### config.mk
export PLATFORM = sky130hd
export DESIGN_NAME = iil_cell
export DESIGN_NICKNAME = d
export VERILOG_FILES = /design/src/rtl/core/iil_pkg.sv /design/src/rtl/core/iil_cell.sv
export SDC_FILE = /design/constraint.sdc
export NUM_CORES = 1
export LEC_CHECK = 0
export CORE_MARGIN = 5
export CORE_UTILIZATION = 64
export CTS_CLUSTER_SIZE = 30
export DETAILED_ROUTE_END_ITERATION = 10
export DONT_BUFFER_PORTS = 1
export MAX_ROUTING_LAYER = met4
export PLACE_DENSITY = 0.79
export SLEW_MARGIN = 20
export SYNTH_ARGS = -nofsm -noshare
export SYNTH_HDL_FRONTEND = slang
export SYNTH_SLANG_ARGS = --single-unit
### constraint.sdc
create_clock -name clk_i -period 4.7 [get_ports clk_i]
set_input_delay 0.94 -clock clk_i [delete_from_list [all_inputs] [get_ports clk_i]]
set_output_delay 0.94 -clock clk_i [all_outputs]
set_load 0.02 [all_outputs]
### src/rtl/core/iil_pkg.sv
// Shared types and codes for the indexed integer list.
// No dependencies.
`default_nettype none

package iil_pkg;

  localparam logic [1:0] OpAppend = 2'd0;
  localparam logic [1:0] OpInsert = 2'd1;
  localparam logic [1:0] OpRemove = 2'd2;
  localparam logic [1:0] OpGet    = 2'd3;

  localparam logic [1:0] StOk    = 2'd0;
  localparam logic [1:0] StRange = 2'd1;
  localparam logic [1:0] StFull  = 2'd2;

  localparam logic signed [31:0] MinValue = 32'sh8000_0000;

  typedef struct packed {
    logic [1:0]         opcode;
    logic [15:0]        position;
    logic signed [31:0] item_value;
  } in_t;

  typedef struct packed {
    logic signed [31:0] read_value;
    logic [1:0]         status;
    logic [6:0]         entry_count;
  } out_t;

  // Command broadcast to every cell of the chain
  typedef struct packed {
    logic        ins;    // shift up from where, write new value at where
    logic        rem;    // shift down from where upwards
    logic [15:0] where;  // target index, also the read index
  } cell_cmd_t;

endpackage

`default_nettype wire

### src/rtl/core/iil_cell.sv
// One storage cell of the list chain.
// Depends on iil_pkg.
`default_nettype none

module iil_cell #(
  parameter int IDX = 0
) (
  input  wire                     clk_i,
  input  iil_pkg::cell_cmd_t      cmd_i,
  input  wire logic signed [31:0] new_value_i,
  input  wire logic signed [31:0] lower_i,
  input  wire logic signed [31:0] upper_i,
  output logic signed [31:0]      value_o,
  output logic signed [31:0]      sel_o
);

  logic signed [31:0] value_q, value_d;
  logic               hit, above;

  assign hit   = (cmd_i.where == 16'(IDX));
  assign above = (16'(IDX) > cmd_i.where);

  // Next value: take neighbour on a shift, new value at the insert point
  always_comb begin
    value_d = value_q;
    if (cmd_i.ins) begin
      if (hit) begin
        value_d = new_value_i;
      end else if (above) begin
        value_d = lower_i;
      end
    end else if (cmd_i.rem) begin
      if (hit || above) begin
        value_d = upper_i;
      end
    end
  end

  always_ff @(posedge clk_i) begin
    value_q <= value_d;
  end

  assign value_o = value_q;
  // Read leaf: only the addressed cell contributes
  assign sel_o   = hit ? value_q : '0;

endmodule

`default_nettype wire

# Word level (Yosys, flattened, before mapping)
# Cells that the tools add are included.
# word_totals
regBits,32
latchBits,0
mem_bits_rw,0
romBits,0
out_inout_bits,64
elab_cells,14
memories,0
# op_classes
add_sub_neg,0
multipliers,0
div,0
order_cmp,1
n_eq_ne,1
n_shift,0
mux,6
n_bitwise,0
reduce_logical,5
# ops
op,n
$mux W32,6
$gt A1 B16 Y1 const A,1
$logic_not A16 Y1,1
$reduce_bool A2 Y1,2
$ne A3 B1 Y1 const B,1
$reduce_and A3 Y1,1
$logic_or A1 B1 Y1,1

# Logic depth before layout (Yosys ltp)
# logic_depth
word_depth,5
depth_mapped,6

# Least setup slack after synthesis
# OpenSTA, ideal clock, no wires.
# synth_path
path_kind,in2reg
startpoint,input port cmd_i[12] (netlist name)
endpoint,register value_q[0] (netlist: value_o[0]) (enable)
arrival_time_ns,3.760
setup_slack_ns,0.519
path_stages,6
path_cell_list,or4_1 > clkbuf_1 > or4_4 > buf_6 > buf_6 > nor2_1
# synth_via
elab_chain_cells,4
# synth_lines
element,line_no,rtl
start: declaration,iil_cell.sv:9,"input iil_pkg::cell_cmd_t cmd_i,"
$gt A1 B16 Y1 or $logic_not A16 Y1 (tied branches),"iil_cell.sv:21, iil_cell.sv:20",
$logic_or A1 B1 Y1,iil_cell.sv:33,if (hit || above) begin
$reduce_bool A2 Y1 (no source line),--,
$reduce_and A3 Y1 (no source line) *,--,
end signal: assignment,iil_cell.sv:40,value_q <= value_d;
end: declaration,iil_cell.sv:17,"logic signed [31:0] value_q, value_d;"
# Mark *: on every way between the ends. The rest lies on a longest branch, timed or not.
# A chain may end at the register's enable or synchronous reset.

# Final worst setup path
# layout_path
startpoint,input port cmd_i[12] (netlist name)
endpoint,output port sel_o[5]
# layout_via
elab_chain_cells,2
# layout_lines
element,line_no,rtl
$logic_not A16 Y1,iil_cell.sv:20,assign hit = (cmd_i.where == 16'(IDX));
$mux W32,iil_cell.sv:45,assign sel_o = hit ? value_q : '0;
end: declaration,iil_cell.sv:14,output logic signed [31:0] sel_o
# No other way between the ends.

==> impl_results.md <==
* Max FFs per register at 32
* Critical path class: primary input to output port
* Yosys warns at 0
* Slew headroom at a little under three fifths
* Die ar. at just over 5000 um^2
* Synth Cell Area at roughly 2400 um^2
* Hold_buf cts at 0
* Vias in the first global route at 1788
* N_diodes at 0
* Data arrival time of the worst path at between 2 and 3 ns
* Total Wirelength at 6.06 mm
* CTS buffer count at 5
* Final count of pins violating max slew at 0
* Detailed placement HPWL at between 4 and 5 mm
* Layout Utilization at 66.3%
* Die extent in x at just over 70 um
* Clock buffer depth at 2
* Gr busiest metal: met2
* TritonCTS clock tree: done
* Final antenna-violating net count at 0
* Synth Register Bits at 32
* Die Y at ~71 um
* Pwr/cell area at 235 nW/um^2
* Worst Hold Launch: new_value_i[21]
* CTS resizes at 0
* Library cells used by synthesis at 13
* Largest net degree at the start of global routing at 98
* DRC violation total after the first TritonRoute iteration at ~130
* DRT Pass-1 Iters at 5
* MaxCap Viol Count at 0
* Actual slew at the worst max-slew pin at around 0.65 ns
* Place WS at between 0.8 and 0.9 ns
* Tot GR Track Use at a little under a quarter
* Initial antenna violation count at 0
* Setup TNS at 0 ns
* Cells after synthesis at between 200 and 300
* Fin nets at ~360
* Min-Delay Endpoint: value_o[21]$_DFFE_PP_
* Syn Area/Cell at approximately 9 um^2
* Fillers at 327
* Min-delay worst type: primary input to flop
* Comb power frac at between 10% and 20%
* Row Count at 22
* Wire per inst at a little over 20 um
* Vias per inst at slightly below 7
* Maximum VDD drop at around 130 uV
* Initial Utilization at 65.7%
* Post-DP Area at between 2000 and 2500 um^2
* CTS clk-pin slew, worst paths at 0.06 ns
* Int Power at 0.444 mW
* FMAX at about 270 MHz
* Setup repair bufs after CTS at 0
* Worst path required time at about 3.8 ns
* Sequential share of power at 55.9%
* GR Util met1 at 26.3%
* Setup crit start kind: primary input
* Post-route DRC at 0
* Synthesized Nets at roughly 380
* Final Cycle Share at ~77%
* # IOs at roughly 180
* Final instance area at 2410 um^2
* Crit path max fanout at 32
* GRT Residual Overflow at 0
* Fin. Hold Viols at 0
* CTS Root Buffer Type: clkbuf_8
* Min Tclk post-route at around 3.6 ns
* Setup WS post-layout at roughly 1.1 ns
* Share of cells above drive strength 1 at under 10%
* Port Buf Inserts at 0
* Pwr Total at roughly 0.57 mW
* Final setup viols at 0
* H-tree depth at 2
* Seq/Total Area, Yosys at 40.3%
* Leak at 0.857 nW
* Run status: finished clean
* Vias at between 2000 and 2500
* Number of clock sinks at 32
* Net Sw Frac at between 20% and 30%
* Clk network pwr share at about a third
* Core box area at 3630 um^2
* Crit end category: output port
* P&R area growth vs syn at 0.944%
* RSZ-0062 raised after global routing: false
* Grt met3 use at about 6.4%
* Switching power at ~0.12 mW
* Hold path depth at 2
* Global-route wire length before repair at a little under 9 mm
* Gpl congestion at 0.833
* GR Layer Usage met2 at between 30 and 40%
==> power groups by stage <==
stage / Combinational (mW) / Sequential (mW) / Clock [mW]
floorplan: 0.0611 / 0.322 / 0
global placement: 0.0596 / 0.322 / 0
detailed placement: 0.0608 / 0.322 / 0
CTS: 0.0612 / 0.316 / 0.191
global route: 0.0680 / 0.316 / 0.202
finish: 0.0612 / 0.316 / 0.188
==> worst max-delay path, cell delays in order <==
cell	delay (ns)
or4_1	0.84
nor4_2	0.33
buf_4	0.29
and2_1	0.29
==> how the worst max path moves through the flow <==
stage	depth (start not counted)	start	end	slack, ns
after floorplan	6	cmd_i[12]	value_o[0]$_DFFE_PP_	0.52
after global placement	4	cmd_i[12]	value_o[13]$_DFFE_PP_	0.93
after detailed placement	4	cmd_i[12]	value_o[14]$_DFFE_PP_	0.87
after CTS	4	cmd_i[12]	sel_o[2]	1.05
after global routing	4	cmd_i[12]	sel_o[10]	0.93
final	4	cmd_i[12]	sel_o[5]	1.06
==> metrics by stage <==
| step | hold slack [ns] | instances |
|---|---|---|
| finish | 0.938 | 292 |
| global route | 0.928 | 292 |
| CTS | 0.928 | 292 |
| detailed placement | 1.22 | 285 |
| global placement | 1.22 | 285 |
| floorplan | 1.20 | 266 |
==> synth_stat cells, drive strengths merged <==
master / n / area [um^2]
nor2: 2 / 7.51
clkbuf: 28 / 105
or4: 5 / 45.0
edfxtp: 32 / 961
nor4: 1 / 6.26
nand2: 32 / 120
buf: 6 / 60.1
o41ai: 32 / 280
inv: 32 / 120
o221ai: 32 / 280
and2: 64 / 400
==> cell usage in the layout (no fill, tap or decap), drive strengths merged, types with 5 or more instances in the layout <==
master	synthesis	final
or4	5	5
buf	6	5
o41ai	32	32
o221ai	32	32
and2	64	64
inv	32	32
nand2	32	32
edfxtp	32	32
clkbuf	28	5
==> cells by family (layout without fill, tap and decap cells) <==
group	Yosys count	count (layout)	share of synthesized area [%]
and+or+nand+nor	104	104	24.3
buffers and inverters	66	44	12.0
AOI/OAI and AO/OA	64	64	23.5
DFF	32	32	40.3
==> routing by layer <==
layer | wire (um) | share of wire [%]
met1 | 2260 | 37
met5 | 0 | 0
met2 | 3070 | 51
met4 | 78 | 1.3
met3 | 653 | 11
==> cell type report <==
| type | instances | area, um^2 | share of cell area [%] |
|---|---|---|---|
| inverters | 32 | 120 | 4.99 |
| multi-input cells | 168 | 1150 | 47.9 |
| clock buffers | 5 | 68.8 | 2.86 |
| repair buffers | 5 | 37.5 | 1.56 |
| clock inverters | 2 | 7.51 | 0.312 |
| well taps | 48 | 60.1 | 2.49 |
| flip-flops and latches | 32 | 961 | 39.9 |
No activity file was read; power rests on OpenSTA's default activity.
